$ cat src/rtl/core/dkpq_pkg.sv
// Shared types and codes for the dual-key priority packet queue.
`timescale 1ns / 1ps
`default_nettype none

package dkpq_pkg;

  // Field widths fixed by the descriptor format.
  localparam int unsigned HANDLE_W = 16;
  localparam int unsigned CLASS_W  = 8;
  localparam int unsigned LENGTH_W = 16;
  localparam int unsigned KEY_W    = 16;
  localparam int unsigned STATUS_W = 3;
  localparam int unsigned OCC_W    = 7;

  // Request kinds.
  localparam logic MODE_ENQ = 1'b0;
  localparam logic MODE_DEQ = 1'b1;

  // Result status codes.
  localparam logic [STATUS_W-1:0] ST_STORED       = 3'd0;
  localparam logic [STATUS_W-1:0] ST_STORED_EVICT = 3'd1;
  localparam logic [STATUS_W-1:0] ST_EVICT_EMPTY  = 3'd2;
  localparam logic [STATUS_W-1:0] ST_DEQUEUED     = 3'd3;
  localparam logic [STATUS_W-1:0] ST_DEQ_EMPTY    = 3'd4;
  localparam logic [STATUS_W-1:0] ST_FULL         = 3'd5;

  // Incoming request.
  typedef struct packed {
    logic                mode;
    logic [HANDLE_W-1:0] packet_id;
    logic [CLASS_W-1:0]  service_class;
    logic [LENGTH_W-1:0] packet_length;
    logic                make_room;
  } req_t;

  // Outgoing result.
  typedef struct packed {
    logic [STATUS_W-1:0] status;
    logic [HANDLE_W-1:0] out_id;
    logic [HANDLE_W-1:0] evicted_id;
    logic [OCC_W-1:0]    occupancy;
  } rsp_t;

  // One stored descriptor.
  typedef struct packed {
    logic [HANDLE_W-1:0] handle;
    logic [CLASS_W-1:0]  svc_class;
    logic [LENGTH_W-1:0] length;
  } entry_t;

endpackage

`default_nettype wire

$ cat src/rtl/core/dual_key_priority_packet_queue_top.sv
// Top level of the dual-key priority packet queue: sequencer and result register.
//
// Usage: a request on in_valid/in_ready carries one packet descriptor.
// mode 0 enqueues it; with make_room set, the oldest entry holding the
// largest service_class is evicted first and its handle reported. mode 1
// dequeues the oldest entry holding the largest packet_length. Each
// request produces exactly one result on out_valid/out_ready.
// Entries sit in a single-port-read memory in arrival order, oldest at
// slot 0. A request that needs a search reads every stored entry through
// one shared compare unit, one entry per cycle, then closes the gap by
// copying the younger entries down one slot, again one per cycle.
// Empty-store and full answers go straight to the result step, and a plain store
// passes through the append step first; a search runs scan, pick, the copy when a
// younger entry exists, remove and, for an eviction, append before the result step.
// in_ready is high only while the sequencer is idle. The result sits in an
// output register, so the next request is accepted while the previous
// result still waits; a stalled receiver holds the sequencer at its last
// step until the register frees up.
// Reset empties the queue at once; no clearing pass is needed.
`timescale 1ns / 1ps
`default_nettype none

module dual_key_priority_packet_queue_top
  import dkpq_pkg::*;
#(
  parameter int unsigned DEPTH = 64
) (
  input  wire logic clk,
  input  wire logic rst,
  input  wire logic in_valid,
  output logic      in_ready,
  input  wire req_t in_data,
  output logic      out_valid,
  input  wire logic out_ready,
  output rsp_t      out_data
);

  localparam int unsigned AW = $clog2(DEPTH);
  localparam int unsigned CW = $clog2(DEPTH + 1);

  typedef enum logic [2:0] {
    S_IDLE,
    S_SCAN,
    S_PICK,
    S_SHIFT,
    S_REMOVE,
    S_APPEND,
    S_FINISH
  } state_t;

  state_t                state;
  req_t                  item;
  logic [STATUS_W-1:0]   status;
  logic [HANDLE_W-1:0]   res_handle;
  logic [CW-1:0]         count;
  logic [AW-1:0]         idx;
  logic                  issuing;
  logic                  pend_valid;
  logic [AW-1:0]         pend_slot;

  logic                  issue;
  logic [AW-1:0]         last_slot;
  logic                  wr_en;
  logic [AW-1:0]         wr_addr;
  entry_t                wr_data;
  entry_t                rd_data;
  logic                  cand_valid;
  logic                  cand_first;
  logic [KEY_W-1:0]      cand_key;
  logic [AW-1:0]         best_slot;
  logic [HANDLE_W-1:0]   best_handle;

  // Slot of the youngest stored entry.
  assign last_slot = AW'(count - CW'(1));
  assign in_ready  = (state == S_IDLE);

  // Memory read issue during the scan and the gap-closing copy.
  assign issue = ((state == S_SCAN) || (state == S_SHIFT)) && issuing;

  // Candidate for the compare unit: the key picked by the request kind.
  assign cand_valid = (state == S_SCAN) && pend_valid;
  assign cand_first = (pend_slot == '0);
  assign cand_key   = (item.mode == MODE_DEQ) ? rd_data.length
                                              : {{(KEY_W - CLASS_W){1'b0}}, rd_data.svc_class};

  // Memory writes: copy one slot down, or append the new descriptor.
  always_comb begin
    wr_en   = 1'b0;
    wr_addr = pend_slot - AW'(1);
    wr_data = rd_data;
    if (state == S_APPEND) begin
      wr_en             = 1'b1;
      wr_addr           = AW'(count);
      wr_data.handle    = item.packet_id;
      wr_data.svc_class = item.service_class;
      wr_data.length    = item.packet_length;
    end else if ((state == S_SHIFT) && pend_valid) begin
      wr_en = 1'b1;
    end
  end

  dkpq_store #(
    .DEPTH (DEPTH),
    .AW    (AW)
  ) u_store (
    .clk     (clk),
    .wr_en   (wr_en),
    .wr_addr (wr_addr),
    .wr_data (wr_data),
    .rd_en   (issue),
    .rd_addr (idx),
    .rd_data (rd_data)
  );

  dkpq_max_unit #(
    .AW (AW)
  ) u_max (
    .clk         (clk),
    .cand_valid  (cand_valid),
    .cand_first  (cand_first),
    .cand_slot   (pend_slot),
    .cand_handle (rd_data.handle),
    .cand_key    (cand_key),
    .best_slot   (best_slot),
    .best_handle (best_handle)
  );

  // Sequencer, address counters and result register.
  always_ff @(posedge clk) begin
    if (rst) begin
      state      <= S_IDLE;
      out_valid  <= 1'b0;
      count      <= '0;
      issuing    <= 1'b0;
      pend_valid <= 1'b0;
    end else begin
      // A taken result frees the register unless the last step refills it.
      if (out_valid && out_ready && (state != S_FINISH)) begin
        out_valid <= 1'b0;
      end

      // Read pipeline: data for the slot issued now arrives next cycle.
      pend_valid <= issue;
      pend_slot  <= idx;
      if (issue) begin
        if (idx == last_slot) begin
          issuing <= 1'b0;
        end else begin
          idx <= idx + AW'(1);
        end
      end

      case (state)
        S_IDLE: begin
          if (in_valid) begin
            item       <= in_data;
            res_handle <= '0;
            if (in_data.mode == MODE_DEQ) begin
              if (count == '0) begin
                status <= ST_DEQ_EMPTY;
                state  <= S_FINISH;
              end else begin
                status  <= ST_DEQUEUED;
                idx     <= '0;
                issuing <= 1'b1;
                state   <= S_SCAN;
              end
            end else if (in_data.make_room) begin
              if (count == '0) begin
                status <= ST_EVICT_EMPTY;
                state  <= S_FINISH;
              end else begin
                status  <= ST_STORED_EVICT;
                idx     <= '0;
                issuing <= 1'b1;
                state   <= S_SCAN;
              end
            end else if (count >= CW'(DEPTH)) begin
              status <= ST_FULL;
              state  <= S_FINISH;
            end else begin
              status <= ST_STORED;
              state  <= S_APPEND;
            end
          end
        end
        S_SCAN: begin
          if (pend_valid && (pend_slot == last_slot)) begin
            state <= S_PICK;
          end
        end
        S_PICK: begin
          res_handle <= best_handle;
          if (best_slot == last_slot) begin
            state <= S_REMOVE;
          end else begin
            idx     <= best_slot + AW'(1);
            issuing <= 1'b1;
            state   <= S_SHIFT;
          end
        end
        S_SHIFT: begin
          if (pend_valid && (pend_slot == last_slot)) begin
            state <= S_REMOVE;
          end
        end
        S_REMOVE: begin
          count <= count - CW'(1);
          state <= (item.mode == MODE_DEQ) ? S_FINISH : S_APPEND;
        end
        S_APPEND: begin
          count <= count + CW'(1);
          state <= S_FINISH;
        end
        S_FINISH: begin
          if (!out_valid || out_ready) begin
            out_valid           <= 1'b1;
            out_data.status     <= status;
            out_data.out_id     <= (status == ST_DEQUEUED) ? res_handle : '0;
            out_data.evicted_id <= (status == ST_STORED_EVICT) ? res_handle : '0;
            out_data.occupancy  <= OCC_W'(count);
            state               <= S_IDLE;
          end
        end
        default: begin
          state <= S_IDLE;
        end
      endcase
    end
  end

endmodule

`default_nettype wire

$ cat src/rtl/core/dkpq_store.sv
// Descriptor memory: one write port and one registered read port.
`timescale 1ns / 1ps
`default_nettype none

module dkpq_store
  import dkpq_pkg::*;
#(
  parameter int unsigned DEPTH = 64,
  parameter int unsigned AW    = 6
) (
  input  wire logic          clk,
  input  wire logic          wr_en,
  input  wire logic [AW-1:0] wr_addr,
  input  wire entry_t        wr_data,
  input  wire logic          rd_en,
  input  wire logic [AW-1:0] rd_addr,
  output entry_t             rd_data
);

  entry_t mem [DEPTH];

  // Write port.
  always_ff @(posedge clk) begin
    if (wr_en) begin
      mem[wr_addr] <= wr_data;
    end
  end

  // Read port with registered data.
  always_ff @(posedge clk) begin
    if (rd_en) begin
      rd_data <= mem[rd_addr];
    end
  end

endmodule

`default_nettype wire

$ cat src/rtl/core/dkpq_max_unit.sv
// Shared compare unit that tracks the oldest entry holding the largest key.
`timescale 1ns / 1ps
`default_nettype none

module dkpq_max_unit
  import dkpq_pkg::*;
#(
  parameter int unsigned AW = 6
) (
  input  wire logic                clk,
  input  wire logic                cand_valid,
  input  wire logic                cand_first,
  input  wire logic [AW-1:0]       cand_slot,
  input  wire logic [HANDLE_W-1:0] cand_handle,
  input  wire logic [KEY_W-1:0]    cand_key,
  output logic [AW-1:0]            best_slot,
  output logic [HANDLE_W-1:0]      best_handle
);

  logic [KEY_W-1:0] best_key;
  logic             take;

  // Only a strictly larger key replaces the best, so the oldest wins ties.
  assign take = cand_valid && (cand_first || (cand_key > best_key));

  always_ff @(posedge clk) begin
    if (take) begin
      best_key    <= cand_key;
      best_slot   <= cand_slot;
      best_handle <= cand_handle;
    end
  end

endmodule

`default_nettype wire

$ cat config.mk
export PLATFORM = sky130hd
export DESIGN_NAME = dual_key_priority_packet_queue_top
export DESIGN_NICKNAME = d
export VERILOG_FILES = /design/src/rtl/core/dkpq_pkg.sv /design/src/rtl/core/dual_key_priority_packet_queue_top.sv /design/src/rtl/core/dkpq_store.sv /design/src/rtl/core/dkpq_max_unit.sv
export SDC_FILE = /design/constraint.sdc
export NUM_CORES = 2
export LEC_CHECK = 0
export BUFFER_PORTS_ARGS = -buffer_cell sky130_fd_sc_hd__buf_2
export CORE_UTILIZATION = 45
export CTS_CLUSTER_DIAMETER = 200
export DETAILED_ROUTE_END_ITERATION = 10
export PLACE_DENSITY = 0.59
export SKIP_CTS_REPAIR_TIMING = 1
export SLEW_MARGIN = 10
export SYNTH_ARGS = -nofsm -noshare
export SYNTH_HDL_FRONTEND = slang
export SYNTH_SLANG_ARGS = --single-unit
$ cat constraint.sdc
create_clock -name clk -period 5.6 [get_ports clk]
set_input_delay 0.56 -clock clk [delete_from_list [all_inputs] [get_ports clk]]
set_output_delay 0.56 -clock clk [all_outputs]
set_load 0.05 [all_outputs]
## Yosys cells after proc, flatten, opt, wreduce, memory -nomap -nowiden

Memories as Yosys holds them, arrays and structs flattened. A register that Yosys moved wholly into a read port is not among the register bits.
Cells that the tools add are included.

- Bits in latches: 0
- Input bits: 46
- Register bits: 165
- Memory bits (writable): 2,560
- Output and inout bits: 44
- Memories kept: 1
- Logic and storage cells: 110
- ROM bits: 0

- Bitwise logic cells: 1
- Equal/unequal tests: 16
- Magnitude comparators: 2
- Divide/modulo/power cells: 0
- Shift operators: 0
- Add/subtract/negate cells: 5
- Multiplexer cells: 45
- Reductions and logical operators: 20
- $mul: 0

Memory list:

| memory | depth | bits a word | read ports | clocked after Yosys merged registers in | write ports | line | source |
|---|---|---|---|---|---|---|---|
| u_store.mem | 64 | 40 | 1 | 1 | 1 | dkpq_store.sv:20 | `entry_t mem [DEPTH];` |

Operators by type and width:

| operator | count |
|---|---|
| two-way mux 6 bit | 8 |
| two-way mux 40 bit | 1 |
| two-way mux 3 bit | 12 |
| two-way mux 16 bit | 2 |
| case mux 16 bit (2 select lines) | 1 |
| case mux 3 bit (7 select lines) | 1 |
| equality test 6 bit | 3 |
| > comparator 16 bit | 1 |
| two-way mux 1 bit | 14 |
| case mux 7 bit (2 select lines) | 1 |
| adder 6 x 1 -> 6 bit, second input constant | 2 |
| case mux 6 bit (2 select lines) | 1 |
| equality test 3 x 2 -> 1 bit, second input constant | 3 |
| equality test 3 bit, second input constant | 3 |
| AND reduction 3 bit | 3 |
| adder 7 x 1 -> 7 bit, second input constant | 1 |
| >= comparator 7 bit, second input constant | 1 |
| logical AND 1 bit | 7 |
| zero test 7 bit | 1 |
| subtractor 7 x 1 -> 7 bit, second input constant | 1 |
| equality test 3 x 1 -> 1 bit, second input constant | 2 |
| zero test 6 bit | 1 |
| two-way mux 2 bit | 3 |
| subtractor 6 x 1 -> 6 bit, second input constant | 1 |
| other kinds (10) | 15 |

## Longest topological paths before layout

- Depth in word-level cells: 9
- Gate-level depth with buffers: 12
- Mapped depth without buffers: 9

## Hierarchy

Synthesis repeated with hierarchy kept, for this count alone.

- Cell total of the unflattened synthesis: 4,763
- Area total of the unflattened synthesis: 105,974.1 sq um

By module, submodules not included:

| module | seq. area each (sq um) | times used | cells an instance | area each (sq um) |
|---|---|---|---|---|
| dkpq_store | 78,074.9 | 1 | 4,195 | 98,254.2 |
| dual_key_priority_packet_queue_top | 3,683.5 | 1 | 473 | 6,172.2 |
| dkpq_max_unit | 1,141.1 | 1 | 95 | 1,547.7 |

## Worst setup path before layout

OpenSTA, ideal clock, no wires.

- Path type: register to register
- Start point: register item[41] in the netlist's numbering
- End point: register u_max.best_handle[0] (enable)
- Setup time: 456 ps
- Cell stages (with the launch flop): 10
- Data required time: 5,144 ps
- Period minus slack after synthesis: 4,306 ps
- Path buffers: 2
- Arrival: 3,849 ps
- Path slack: 1,294 ps
- Cells stage by stage: edfxtp_1 clkbuf_1 clkbuf_1 mux2_2 ha_1 nand4_1 nor4_1 a21oi_1 o2111ai_1 a31oi_1

- Cells in the longest elaborated chain, start to end: 4

Ends and longest elaborated chain:

| element | line | source |
|---|---|---|
| start: declaration | dual_key_priority_packet_queue_top.sv:52 | `req_t item;` |
| start signal: assignment | dual_key_priority_packet_queue_top.sv:156 | `item <= in_data;` |
| two-way mux 16 bit | dual_key_priority_packet_queue_top.sv:83 | `assign cand_key = (item.mode == MODE_DEQ) ? rd_data.length` |
| via cand_key[5] | dual_key_priority_packet_queue_top.sv:69 | `logic [KEY_W-1:0] cand_key;` |
| > comparator 16 bit | dkpq_max_unit.sv:24 | `assign take = cand_valid && (cand_first \|\| (cand_key > best_key));` |
| logical OR 1 bit | dkpq_max_unit.sv:24 |  |
| logical AND 1 bit | dkpq_max_unit.sv:24 |  |
| via u_max.take | dkpq_max_unit.sv:21 | `logic take;` |
| end signal: assignment | dkpq_max_unit.sv:30 | `best_handle <= cand_handle;` |
| end: declaration | dkpq_max_unit.sv:17 | `output logic [HANDLE_W-1:0] best_handle` |

The timed path passes the listed nets, and every way through them passes these cells.
A chain may end at the register's enable or synchronous reset.

## Final worst setup path

- Start point: register state[1]
- End point: memory u_store.mem[8][34] in the netlist's numbering (enable)

- Cells in the longest elaborated chain, start to end: 6
- Elaborated cells on any way between the ends: 8

Ends and longest elaborated chain:

| element | line | source |
|---|---|---|
| start: declaration | dual_key_priority_packet_queue_top.sv:51 | `state_t state;` |
| start signal: assignment | dual_key_priority_packet_queue_top.sv:209 | `state <= (item.mode == MODE_DEQ) ? S_FINISH : S_APPEND;` |
| equality test 3 x 2 -> 1 bit | dual_key_priority_packet_queue_top.sv:97 | `end else if ((state == S_SHIFT) && pend_valid) begin` |
| logical AND 1 bit | dual_key_priority_packet_queue_top.sv:97 |  |
| two-way mux 1 bit | dual_key_priority_packet_queue_top.sv:97 |  |
| two-way mux 1 bit | dual_key_priority_packet_queue_top.sv:91 | `if (state == S_APPEND) begin` |
| two-way mux 1 bit | dkpq_store.sv:24 | `if (wr_en) begin` |
| two-way mux 1 bit (implied by the code) | dkpq_store.sv:25 | `mem[wr_addr] <= wr_data;` |
| end: declaration | dkpq_store.sv:20 |  |

Parallel ways exist; a longest one is shown, timed or not.

==> metrics.md <==
| Metric | Value |
|---|---|
| GRT Util Overall | between 20% and 30% |
| Main flop type after synthesis | edfxtp_1 |
| Initial Utilization | roughly 45% |
| Share of post-route cells with drive strength above 1 | 30.8% |
| Max-cap violations | 0 |
| VDD IR max | 0.414 mV |
| Mapped cell area | 106000 sq um |
| Async set-reset flop share out of synthesis | 0% |
| Number of remaining DRC errors | 0 |
| Distinct cells, synth | 63 |
| TritonCTS Sinks | between 2000 and 3000 |
| Layout area overhead | 14.2% |
| Final Hold Violating Endpoints | 0 |
| Vias | 49854 |
| Worst Path Required | 6170 ps |
| Clock root cell | clkbuf_16 |
| Global-route wire length before repair | a little under 400 mm |
| Most common cell after layout, fill and taps aside | edfxtp_1 |
| Commonest cells after routing, fill and taps aside | 2752 x edfxtp_1, 787 x mux4_2, 303 x clkbuf_16 |
| Die ar. | 238000 sq um |
| CP cell instances | nor2b_1 > nand2_4 > mux2i_1 > nand3_1 > nor2_4 > buf_12 |
| CP max FO | 28 |
| Largest net degree at the start of global routing | between 100 and 150 |
| CTS H-Tree Depth | 5 |
| Drt wl/cell | ~34 microns |
| Max-slew violation count | 0 |
| Critical Path AT | ~5400 ps |
| Origin of the critical flop-to-flop path | state[1]$_SDFFE_PP0P_ |
| Post-Syn Nets | around 4500 |
| Row cnt | roughly 180 |
| Reg2reg path depth | 6 |
| Buffers on Ports | 89 |
| Routed WL | 281 mm |
| Critical Path End | u_store.mem[8][34]$_DFFE_PP_ |
| Worst-skew pair later-pin latency | 950 ps |
| Crit-path max cell delay | a little over 1000 ps |
| CTS Buffer Depth | 4 |
| Routed Antenna Nets | 0 |
| Status | completed |
| Drt via density | between 6 and 7 |
| Hold Slack | around 19 ps |
| Crit. End Element | flip-flop |
| Post-synth EDFFs | ~2800 |
| Vias in the first global route | roughly 50000 |
| Initial DRC count | around 6000 |
| Synth warn | 0 |
| Tmin final | between 4000 and 5000 ps |
| Setup TNS | 0 ps |
| Total gr overflow | 0 |
| Worst Tran Pin Value | around 1300 ps |
| Pwr/cell area | ~460 nW/um^2 |
| Syn Area/Cell | ~24 sq um |
| WS Path Type | reg2reg |
| Sequential element share of the synthesized area | between 70% and 80% |
| Worst path slowest cell | nor2_4 |
| # setup viols final | 0 |
| Synthesized flop and latch total | roughly 2800 |
| Die H | 488 microns |
| Crit start category | flip-flop |
| DP HPWL | between 150 and 200 mm |
| GPL Wtd Cong | approximately 0.82 |
| HP Class | in2reg |
| RR Endpoint | u_store.mem[8][34]$_DFFE_PP_ |
| Synth Instances | between 4000 and 5000 |
| Worst clock skew | around 57 ps |
| Worst R2R Setup Slack | approximately 770 ps |
| Detailed Routing Iterations Pass 1 | 5 |
| RSZ-0062 raised after global routing | no |
| Leakage | 37.7 nW |
| CTS tree | yes |
| CTS Buf Count | between 200 and 300 |
| Antenna violations before repair | 12 |
| Core region area | roughly 230000 sq um |
| Crit path from | state[1]$_SDFFE_PP0P_ |
| I/O pins | 90 |
| Slew headroom | between 10% and 20% |
| Final nets | 4904 |
| Fmax | 0.207 GHz |
| Chip width | between 400 and 500 microns |
| Ratio of final minimum period to clock period | about 86% |
| Clock-pin slew on the worst setup and hold paths | roughly 60 ps |
state kept, by name, summed over array words and instances (netlist names), 3 cells and up:
| name | cells |
|---|---|
| count | 7 |
| u_max.best_handle | 16 |
| u_max.best_key | 16 |
| idx | 6 |
| item | 41 |
| status | 3 |
| res_handle | 16 |
| u_store.mem | 2560 |
| u_store.rd_data | 40 |
| pend_slot | 6 |
| state | 3 |
| u_max.best_slot | 6 |
| out_data | 42 |
worst max-delay path, delay by kind of cell, from the launching register on:
kind / cells / cell delay, ps
and+or+nand+nor: 4 / 2580
DFF: 1 / 780
muxes: 1 / 700
buffers and inverters: 1 / 320
power by group:
part           internal [W]  switching [W]  total, W
Sequential           0.0238       0.000308    0.0242
Clock                0.0105        0.00777    0.0183
Combinational       0.00592        0.00724    0.0132
Total                0.0403         0.0153    0.0556
how the worst min path moves through the flow:
| stage | from | endpoint | slack (ps) | cells past startpoint |
|---|---|---|---|---|
| 3_3_place_gp | status[0]$_DFFE_PP_ | out_data[39]$_DFFE_PP_ | 440 | 0 |
| 4_1_cts | in_data[13] | item[13]$_DFFE_PP_ | -280 | 1 |
| 5_1_grt | rst | count[6]$_SDFFE_PP0N_ | 1 | 2 |
| 6_report | rst | count[5]$_SDFFE_PP0N_ | 20 | 2 |
| 3_5_place_dp | u_store.rd_data[24]$_DFFE_PP_ | u_max.best_handle[0]$_DFFE_PP_ | 460 | 0 |
| 2_1_floorplan | count[2]$_SDFFE_PP0N_ | out_data[2]$_DFFE_PP_ | 400 | 0 |
cells in the mapped netlist (all sizes together), types with 4 or more instances:
| library cell | number | share of area (%) |
|---|---|---|
| nand4 | 8 | 0.047 |
| nor2b | 49 | 0.29 |
| mux2i | 52 | 0.49 |
| dfxtp | 13 | 0.24 |
| o21a | 4 | 0.028 |
| and3 | 22 | 0.13 |
| and2 | 40 | 0.24 |
| clkbuf | 110 | 0.39 |
| edfxtp | 2752 | 78 |
| o21ai | 23 | 0.11 |
| nand2 | 47 | 0.17 |
| mux4 | 787 | 17 |
| nor2 | 89 | 0.33 |
| or3 | 7 | 0.041 |
| a21oi | 61 | 0.29 |
| a31oi | 4 | 0.024 |
| nor3b | 4 | 0.028 |
| a211oi | 58 | 0.41 |
| buf | 132 | 0.62 |
| nand3 | 11 | 0.052 |
| nand3b | 5 | 0.035 |
| ha | 23 | 0.27 |
| a21o | 6 | 0.044 |
| mux2 | 52 | 0.55 |
| inv | 29 | 0.10 |
| nor3 | 9 | 0.042 |
| xnor2 | 17 | 0.14 |
| o22ai | 7 | 0.041 |
| xor2 | 16 | 0.13 |
per-layer routing:
metal	vias up	share of wire, %	GRT usage, %
met5	-	0.0046	0
met4	2	2.4	6.36
met3	356	8.0	4.71
met2	2205	48	37.7
met1	27422	41	33.9
li1	19869	-	-
cell type report:
| type | instances | area, sq um |
|---|---|---|
| Antenna cell | 3 | 7.51 |
| Clock buffer | 363 | 7830 |
| Clock inverter | 134 | 1000 |
| Fill cell | 18050 | 114000 |
| Inverter | 29 | 110 |
| Multi-Input combinational cell | 1439 | 22800 |
| Sequential cell | 2765 | 82900 |
| Tap cell | 3150 | 3940 |
| Timing Repair Buffer | 302 | 2780 |
kinds of logic after synthesis:
| family | share of synthesized area (%) |
|---|---|
| multiplexers | 17.7 |
| adder cells (fa/ha/maj) | 0.271 |
| AND/OR/NAND/NOR | 1.51 |
| AO/OA/AOI/OAI | 1.16 |
| XOR/XNOR | 0.272 |
| buffers and inverters | 1.12 |
| flip-flops | 78.0 |
per-stage QoR:
step           util, %  instance area [sq um]  total power (W)  cells  setup WS (ps)
2_1_floorplan        -                 106000           0.0336   4475           1290
3_3_place_gp      47.7                 112000           0.0378   7639            858
3_5_place_dp      47.7                 112000           0.0379   7639            819
4_1_cts           51.4                 121000           0.0560   8136            786
5_1_grt           51.7                 121000           0.0574   8183            587
6_report          51.7                 121000           0.0556   8185            772
(Power assumes the default switching activity.)
